==> config.mk <==
export PLATFORM = sky130hd
export DESIGN_NAME = dwg_ctrl
export DESIGN_NICKNAME = d
export VERILOG_FILES = /design/src/hw/rtl/assert_macros.svh /design/src/hw/rtl/dwg_pkg.sv /design/src/hw/rtl/dwg_ctrl.sv
export SDC_FILE = /design/constraint.sdc
export NUM_CORES = 1
export LEC_CHECK = 0
export BUFFER_PORTS_ARGS = -buffer_cell sky130_fd_sc_hd__buf_2
export CELL_PAD_IN_SITES_DETAIL_PLACEMENT = 1
export CELL_PAD_IN_SITES_GLOBAL_PLACEMENT = 2
export CORE_ASPECT_RATIO = 0.5
export CORE_MARGIN = 1.5
export CORE_UTILIZATION = 25
export CTS_CLUSTER_SIZE = 14
export DETAILED_ROUTE_END_ITERATION = 8
export GPL_TIMING_DRIVEN = 0
export PLACE_DENSITY_LB_ADDON = 0.2
export SLEW_MARGIN = 40
export SYNTH_ARGS = -nofsm -noshare
export SYNTH_HDL_FRONTEND = slang
export SYNTH_SLANG_ARGS = --single-unit
==> constraint.sdc <==
create_clock -name clock -period 8.01 [get_ports clock]
set_clock_uncertainty 0.05 [all_clocks]
set_input_delay 0.4005 -clock clock [delete_from_list [all_inputs] [get_ports clock]]
set_output_delay 0.4005 -clock clock [all_outputs]
set_load 0.03 [all_outputs]
==> src/hw/rtl/assert_macros.svh <==
// Assertion macros used by the top-level RTL file, which carries the checks.
// No dependencies.
`ifndef ASSERT_MACROS_SVH
`define ASSERT_MACROS_SVH
// Check a property on every rising edge of clock, with reset excluded.
`define CHK_ALWAYS(label, clk, rst, prop, msg) \
   label: assert property (@(posedge clk) disable iff (rst) (prop)) else $error(msg);
// Check that an antecedent implies a consequent in the cycle after.
`define CHK_NEXT(label, clk, rst, ante, cons, msg) \
   label: assert property (@(posedge clk) disable iff (rst) (ante) |=> (cons)) else $error(msg);
`endif

==> src/hw/rtl/dwg_pkg.sv <==
// Package for the damped wave grid: widths, opcodes, reset coefficients,
// controller-to-datapath command types and the saturating helper. No dependencies.
`default_nettype none
package dwg_pkg;
   localparam int DEFAULT_COLS = 64;
   localparam int DEFAULT_ROWS = 64;
   localparam int IDX_W = 12;
   localparam int VAL_W = 32;
   localparam int COEF_W = 20;
   localparam int OP_W = 2;
   localparam int CSR_IDX_W = 2;

   localparam logic [OP_W-1:0] OP_STEP = 2'd0;
   localparam logic [OP_W-1:0] OP_ADD = 2'd1;
   localparam logic [OP_W-1:0] OP_READ = 2'd2;
   localparam logic [OP_W-1:0] OP_NONE = 2'd3;

   localparam logic [CSR_IDX_W-1:0] CSR_SELF = 2'd0;
   localparam logic [CSR_IDX_W-1:0] CSR_PREV = 2'd1;
   localparam logic [CSR_IDX_W-1:0] CSR_NBR = 2'd2;

   localparam logic signed [COEF_W-1:0] COEF_SELF_RST = 20'sd127119;
   localparam logic signed [COEF_W-1:0] COEF_PREV_RST = -20'sd64884;
   localparam logic signed [COEF_W-1:0] COEF_NBR_RST = 20'sd825;

   // Controller commands, one per cycle.
   typedef struct packed {
      logic                clr;       // write zeros at addr in all three banks
      logic                cell_rd;   // clear the result register (step)
      logic                cell_wr;   // write add result to now[addr]
      logic                sweep;     // a step sweep is active
      logic                load;      // feed window (read ahead)
      logic                wb;        // write back delayed result
      logic [IDX_W-1:0]    addr;
      logic [IDX_W-1:0]    wb_addr;
      logic [8:0]          wb_row;    // for boundary muxing, row/col of the cell at stage
      logic [8:0]          wb_col;
      logic                wb_hold;   // capture now[addr] as the read result
      logic                bank_flip;
   } dwg_cmd_type;

   function automatic logic signed [VAL_W-1:0] sat32(input logic signed [VAL_W+1:0] v);
      logic signed [VAL_W+1:0] hi, lo;
      hi = {3'b000, {(VAL_W-1){1'b1}}};
      lo = {3'b111, {(VAL_W-1){1'b0}}};
      if (v > hi) sat32 = {1'b0, {(VAL_W-1){1'b1}}};
      else if (v < lo) sat32 = {1'b1, {(VAL_W-1){1'b0}}};
      else sat32 = v[VAL_W-1:0];
   endfunction
endpackage
`default_nettype wire

==> src/hw/rtl/dwg_ctrl.sv <==
// Controller of the damped wave grid: clearing pass, step sweep sequencing,
// add/read sequencing and handshakes. Depends on dwg_pkg.
`default_nettype none
module dwg_ctrl #(
   parameter int COLS = dwg_pkg::DEFAULT_COLS,
   parameter int ROWS = dwg_pkg::DEFAULT_ROWS
) (
   input  wire logic                         clock,
   input  wire logic                         reset,
   input  wire logic                         in_valid,
   output logic                              in_ready,
   input  wire logic [dwg_pkg::OP_W-1:0]     opcode,
   input  wire logic [dwg_pkg::IDX_W-1:0]    cell_index,
   output logic                              out_valid,
   input  wire logic                         out_ready,
   output logic [dwg_pkg::OP_W-1:0]          out_opcode,
   output logic                              index_ok,
   output dwg_pkg::dwg_cmd_type              cmd
);
   import dwg_pkg::*;
   localparam int CELLS = COLS * ROWS;
   localparam int LEAD = COLS + 1;
   localparam int CNT_W = $clog2(CELLS + LEAD + 4) + 1;

   localparam logic [2:0] ST_CLEAR = 3'd0;
   localparam logic [2:0] ST_IDLE = 3'd1;
   localparam logic [2:0] ST_SWEEP = 3'd2;
   localparam logic [2:0] ST_CELL = 3'd3;
   localparam logic [2:0] ST_CELL2 = 3'd4;
   localparam logic [2:0] ST_OUT = 3'd5;

   logic [2:0] state_ff, state_in;
   logic [CNT_W-1:0] cnt_ff, cnt_in;
   logic [OP_W-1:0] op_ff, op_in;
   logic [IDX_W-1:0] idx_ff, idx_in;
   logic [8:0] row_ff, row_in, col_ff, col_in;

   assign index_ok = 32'(idx_ff) < CELLS;
   assign out_opcode = op_ff;
   assign out_valid = state_ff == ST_OUT;
   assign in_ready = state_ff == ST_IDLE || (state_ff == ST_OUT && out_ready);

   logic take;
   assign take = in_valid && in_ready && opcode != OP_NONE;

   always_comb begin
      state_in = state_ff;
      cnt_in = cnt_ff;
      op_in = op_ff;
      idx_in = idx_ff;
      row_in = row_ff;
      col_in = col_ff;
      cmd = '0;
      cmd.addr = idx_ff;
      unique case (state_ff)
         ST_CLEAR: begin
            cmd.clr = 1'b1;
            cmd.addr = cnt_ff[IDX_W-1:0];
            cnt_in = cnt_ff + 1'b1;
            if (32'(cnt_ff) == CELLS - 1) state_in = ST_IDLE;
         end
         ST_SWEEP: begin
            // cnt: read address; wb_addr trails it by LEAD+1 cells
            cmd.sweep = 1'b1;
            cmd.load = 32'(cnt_ff) < CELLS;
            cmd.addr = cmd.load ? cnt_ff[IDX_W-1:0] : '0;
            cmd.wb = 32'(cnt_ff) >= LEAD + 1 && 32'(cnt_ff) < CELLS + LEAD + 1;
            cmd.wb_addr = IDX_W'(cnt_ff - CNT_W'(LEAD + 1));
            cmd.wb_row = row_ff;
            cmd.wb_col = col_ff;
            if (cmd.wb) begin
               if (32'(col_ff) == COLS - 1) begin
                  col_in = '0;
                  row_in = row_ff + 1'b1;
               end else col_in = col_ff + 1'b1;
            end
            cnt_in = cnt_ff + 1'b1;
            if (32'(cnt_ff) == CELLS + LEAD + 3) begin
               cmd.bank_flip = 1'b1;
               state_in = ST_OUT;
            end
         end
         ST_CELL: begin
            state_in = ST_CELL2;
         end
         ST_CELL2: begin
            if (op_ff == OP_ADD) cmd.cell_wr = 1'b1;
            else cmd.wb_hold = 1'b1;
            state_in = ST_OUT;
         end
         ST_OUT: begin
            if (out_ready) state_in = ST_IDLE;
         end
         default: ;
      endcase
      if (take) begin
         op_in = opcode;
         idx_in = cell_index;
         cnt_in = '0;
         row_in = '0;
         col_in = '0;
         if (opcode == OP_STEP) begin
            state_in = ST_SWEEP;
            // step result is zero; clear output register now
            cmd.cell_rd = 1'b1;
         end else state_in = ST_CELL;
         cmd.addr = cell_index;
      end
   end

   always_ff @(posedge clock) begin
      if (reset) begin
         state_ff <= ST_CLEAR;
         cnt_ff <= '0;
      end else begin
         state_ff <= state_in;
         cnt_ff <= cnt_in;
      end
      op_ff <= op_in;
      idx_ff <= idx_in;
      row_ff <= row_in;
      col_ff <= col_in;
   end
endmodule
`default_nettype wire

==> qor.yml, run 1 <==
worst_pin_slew_ps: 640
grt_usage: 0.153
port_buffers: 71
ant_nets: 0
dieHeight_um: 78.1
antenna_found_initial: 0
hold_buffers: 0
path_clk_slew_ps: 70
cts_buffers: 5
maxSlewViolCount: 0
io_pins: 73
period_share: 0.439
drcViolationCount: 1
cts_tree: "built"
seq_area_frac_synth: 0.398
synthDistinctLibCells: 47
layout-drive-gt1-share: 0.215
synth-seq-cells: 49
ir_drop_mv: 0.0725
fin_util: 0.319
detailedRoute.firstIterationViolations: 145
cts.sinks: 49
regArea_um2: 1120
drtPass1Iterations: 6
finalHoldViolCount: 0
status: "finished, violations left"
path_class: "reg -> out"
arrival_ps: 3070
rows: 27
place.gp.congestion: 0.778
wl_per_cell_um: 15.6
n_fill_cell: 1310
synth_edf_count: 14
drv_cap: 0
cts_setup_buffers: 0
crit_required_ps: 7560
multi_input_area_um2: 1550
grt_start_max_net_pins: 24
slew_headroom: 0.568
viasPerCell: 4.80
fp.coreArea_um2: 11000
leakagePower_nw: 1.50
syn_to_final_growth_pct: 24.2
diodes: 0
tns_ps: 0
dieArea_um2: 12000
p_per_area_nw_per_um2: 155
cp-end-kind: "output pin"
overflow: 0
synthCells: 344
busiest_layer: "met2"
start_util: 0.257
synth_area_um2: 2820
grt_setup_unrepaired: "no"
syn_nets: 369
grt_pass1_vias: 2836
grtUsageMet1: 0.201
drt_wl_total_um: 8860
crit_fanout: 10
hp-class: "in -> reg"
synthFlopType: "dfxtp_1"
ys_warn_count: 0
htreeDepth: 2
cts_max_path_buffers: 2
root_buffer: "clkbuf_16"
use_met2: 0.264
clk_latency_ps: 290
avgSynthCellArea_um2: 8.20
nets: 447
violations: "DRC"
period_needed_ps: 3520
start_kind: "flop"
gr-usage-met3: 0.0276
grt_pass1_wl_um: 14500
num_vias: 2728
synth-async-reset-ratio: 0
setup_viol: 0
post-dp-hpwl_um: 6670
cts_resized: 0
dieWidth_um: 153
max_clock_freq_mhz: 284
## layer usage
metal	vias up	routed length, um
met2	35	4280
met4	0	59
met1	1334	4280
met5	-	0
met3	6	240
li1	1353	-
## through the flow
stage	hold slack [ps]	setup WS [ps]	instances	total power [W]	instance area, um^2
after floorplan	397	4610	344	0.000315	2820
after global placement	406	4840	560	0.000332	3360
final	236	4490	568	0.000544	3500
after global routing	233	4200	568	0.000567	3500
after CTS	230	4460	568	0.000551	3500
after detailed placement	431	4780	560	0.000335	3360
## flip-flops by register name, indices dropped and copies added, names as in the netlist
name	count
cnt_ff	14
col_ff	9
idx_ff	12
out_opcode	2
row_ff	9
state_ff	3
## critical path, stage by stage, from the launching register on
cell,delay [ps]
dfxtp_1,300
clkbuf_1,170
nor2_1,550
nand2_1,330
nor3_1,310
or2_2,200
clkbuf_1,380
a221oi_1,160
nor2_1,160
buf_2,220
## path summary, 6_finish.rpt
kind / endpoint / slack [ps] / start / depth (start not counted)
worst max-delay path: cmd[34] / 4490 / state_ff[0]$_SDFFE_PP0P_ / 9
worst min-delay path: state_ff[1]$_SDFFE_PP0P_ / 240 / reset / 2
worst max register to register: col_ff[5]$_SDFFE_PP0P_ / 5050 / cnt_ff[4]$_SDFFE_PP0N_ / 7
worst min register to register: col_ff[5]$_SDFFE_PP0P_ / 440 / col_ff[5]$_SDFFE_PP0P_ / 2
## cell type report
class | count | area share
clock inverter | 2 | 0.00464
timing repair buffer | 71 | 0.101
multi-input combinational | 257 | 0.443
inverter | 11 | 0.0118
clock buffer | 6 | 0.0368
sequential | 49 | 0.320
tap | 145 | 0.0518
buffer | 27 | 0.0311
## Yosys cell counts, drive strengths merged, types with 5 or more instances
master	count	area (um^2)
nor3	9	45.0
nand4	6	37.5
or4	5	41.3
inv	11	41.3
clkbuf	24	90.1
nand2	26	97.6
a21oi	17	85.1
and2	21	131
xor2	10	87.6
dfxtp	35	701
or3	11	73.8
ha	7	87.6
o21ai	13	72.6
edfxtp	14	420
nand3	9	45.0
xnor2	12	105
nor4	5	31.3
a221oi	12	105
nor2	61	229
## report_power, final
part | switching [W] | internal [W] | total [W]
Clock | 0.0000982 | 0.000117 | 0.000215
Combinational | 0.0000247 | 0.0000190 | 0.0000438
Sequential | 0.0000174 | 0.000268 | 0.000286
## logic make-up after synthesis
kind of cell	count (synthesis)	share of synthesized area
AND/OR/NAND/NOR	169	0.301
AO/OA/AOI/OAI	57	0.145
flip-flops	49	0.398
buffers and inverters	38	0.0528
XOR/XNOR	22	0.0683
adder cells (fa/ha/maj)	7	0.0311
other	1	0.00133
multiplexers	1	0.00355
## cell usage in the layout, fill, tap and decap left out, types with 6 or more instances in the layout
master	synthesis	layout
nand3_1	9	9
edfxtp_1	14	14
o21ai_0	10	10
xor2_1	10	10
dfxtp_1	35	35
ha_1	7	7
or3_1	10	10
nor2_1	61	61
nand4_1	6	6
nor3_1	9	9
and2_1	21	21
clkbuf_1	24	24
xnor2_1	12	12
nand2_1	26	26
buf_2	2	73
inv_1	10	10
a21oi_1	17	17
a221oi_1	12	12
No activity file was read; power rests on OpenSTA's default activity.
==> run 2: changes to the inputs <==
==> constraint.sdc (replaced) <==
create_clock -name clock -period 2.95 [get_ports clock]
set_clock_uncertainty 0.05 [all_clocks]
set_input_delay 0.1475 -clock clock [delete_from_list [all_inputs] [get_ports clock]]
set_output_delay 0.1475 -clock clock [all_outputs]
set_load 0.03 [all_outputs]
==> qor.yml, run 2 (synthesized netlist as in run 1, its figures left out) <==
place.gp.congestion: 0.772  # -0.78%
wl_per_cell_um: 15.8  # +1.0%
crit_fanout: 10  # unchanged
start_util: 0.257  # unchanged
htreeDepth: 2  # unchanged
syn_to_final_growth_pct: 33.4
cts.sinks: 49  # unchanged
post-dp-hpwl_um: 6750  # +1.1%
regMostFlops: "cnt_ff"
maxSlewViolCount: 0  # unchanged
drtPass1Iterations: 6  # unchanged
cts_max_path_buffers: 2  # unchanged
overflow: 0  # unchanged
io_pins: 73  # unchanged
cp_slowest_cell: "or4_4"
drt_wl_total_um: 9210  # +4.0%
cp_slowest_stage_delay_ps: 570  # +20 ps
power.total_w: 0.00165  # +200%
crit_required_ps: 2750  # -4810 ps
antenna_found_initial: 0  # unchanged
max_clock_freq_mhz: 350
ir_drop_mv: 0.208  # +190%
root_buffer: "clkbuf_16"
timing.rr.start: "cnt_ff[3]$_SDFFE_PP0N_"
final_common_cell: "buf_2"
p_per_area_nw_per_um2: 439  # +180%
dieHeight_um: 78.1  # unchanged
grt_pass1_wl_um: 15000  # +3.3%
reg.largest.list: "cnt_ff: 14 flops, idx_ff: 12 flops"
worst_pin_slew_ps: 704  # +63.8 ps
viasPerCell: 4.82  # +0.33%
grt_start_max_net_pins: 24  # unchanged
stdcell_area_um2: 3760  # +7.4%
clk_latency_ps: 300  # about the same
whs_ps: 8.75  # -228 ps
cp-end-kind: "output pin"
period_share: 0.969
nets: 464  # +3.8%
status: "finished, violations left"
hp-class: "in -> reg"
mostFrequentLayoutCells: "buf_2 (74), nor2_1 (60), dfxtp_1 (35)"
hp-start: "opcode[0]"
num_vias: 2819  # +3.3%
grt_pass1_vias: 2901  # +2.3%
dieArea_um2: 12000  # unchanged
slew_headroom: 0.526  # -0.0415
cts_buffers: 5  # unchanged
diodes: 0  # unchanged
setup_viol: 0  # unchanged
start_kind: "flop"
grt_setup_unrepaired: "yes"
violations: "DRC"
port_buffers: 71  # unchanged
leakagePower_nw: 1.62  # +7.7%
instances_no_fill: 585  # +3.0%
drv_cap: 0  # unchanged
finalHoldViolCount: 0  # unchanged
dpl_cell_area_um2: 3370  # +0.30%
rows: 27  # unchanged
cts_tree: "built"
dp_cells: 560  # unchanged
period_needed_ps: 2860
path_clk_slew_ps: 70  # about the same
cp_common_cell: "buf_2"
crit_chain: "buf_2 > or4_4 > or3_4 > and2_1 > clkbuf_1 > o21ai_4 > inv_1 > buf_2"
startpoint: "cnt_ff[7]$_SDFFE_PP0N_"
ant_nets: 0  # unchanged
grt_usage: 0.158  # +0.00575
layout-drive-gt1-share: 0.232  # +0.0167
fp.coreArea_um2: 11000  # unchanged
arrival_ps: 2660  # -410 ps
path_class: "reg -> out"
drcViolationCount: 1  # unchanged
dieWidth_um: 153  # unchanged
detailedRoute.firstIterationViolations: 80  # -45%
largest_reg_flops: 14  # unchanged
-- run 2: changes by cell type in the layout (fill, tap and decap cells not counted), sizes merged --
cell,change
clkinvlp,-1
clkinv,-1
dlygate4sd3,+14
inv,+1
bufinv,+1
clkbuf,-1
buf,+4
-- run 2: repair_timing --
| item | CTS | global route |
|---|---|---|
| hold buffers | 14 | 0 |
| pin swaps | 0 | 2 |
| cloned | 0 | 0 |
| setup endpoints to repair | 21 | 34 |
| buffers inserted | 0 | 3 |
| endpoints found under the hold margin | 14 | 0 |
| gates resized for setup | 5 | 8 |
-- run 2: metal layers --
metal	vias up	wire length (um)	track usage
met5	-	0	0
met4	0	111	0.0441
met3	13	232	0.0309
met2	41	4520	0.285
met1	1372	4350	0.195
li1	1393	-	-
-- run 2: report_power, final --
group	internal, W	switching [W]
Clock	0.000456	0.000284
Combinational	0.0000639	0.0000711
Sequential	0.000728	0.0000469
-- run 2: layout make-up --
| cell class | count | area [um^2] |
|---|---|---|
| Buffer | 27 | 114 |
| Clock buffer | 6 | 150 |
| Clock inverter | 2 | 38.8 |
| Fill cell | 1345 | 7220 |
| Inverter | 11 | 41.3 |
| Multi-Input combinational cell | 257 | 1580 |
| Sequential cell | 49 | 1120 |
| Tap cell | 145 | 181 |
| Timing Repair Buffer | 88 | 531 |
-- run 2: final timing paths --
kind | cells past startpoint | slack, ps | end
worst max register to register | 8 | 120 | row_ff[5]$_SDFFE_PP0P_
worst min-delay path | 1 | 9 | out_opcode[0]$_DFFE_PP_
worst min register to register | 2 | 430 | col_ff[5]$_SDFFE_PP0P_
worst max-delay path | 8 | 90 | cmd[44]
-- run 2: stage by stage --
stage	TNS (ps)	utilization	setup WS (ps)
detailed placement	0	0.307	24.2
CTS	0	0.338	1.54
global placement	0	0.307	55.8
floorplan	0	-	148
global route	-51.0	0.343	-51.0
finish	0	0.343	92.8
-- run 2: worst max-delay path, delay by kind of cell, from the launching register on --
kind / cells / cell delay (ps)
simple gates: 3 / 1140
flops: 1 / 290
buf+inv: 4 / 650
compound gates: 1 / 280
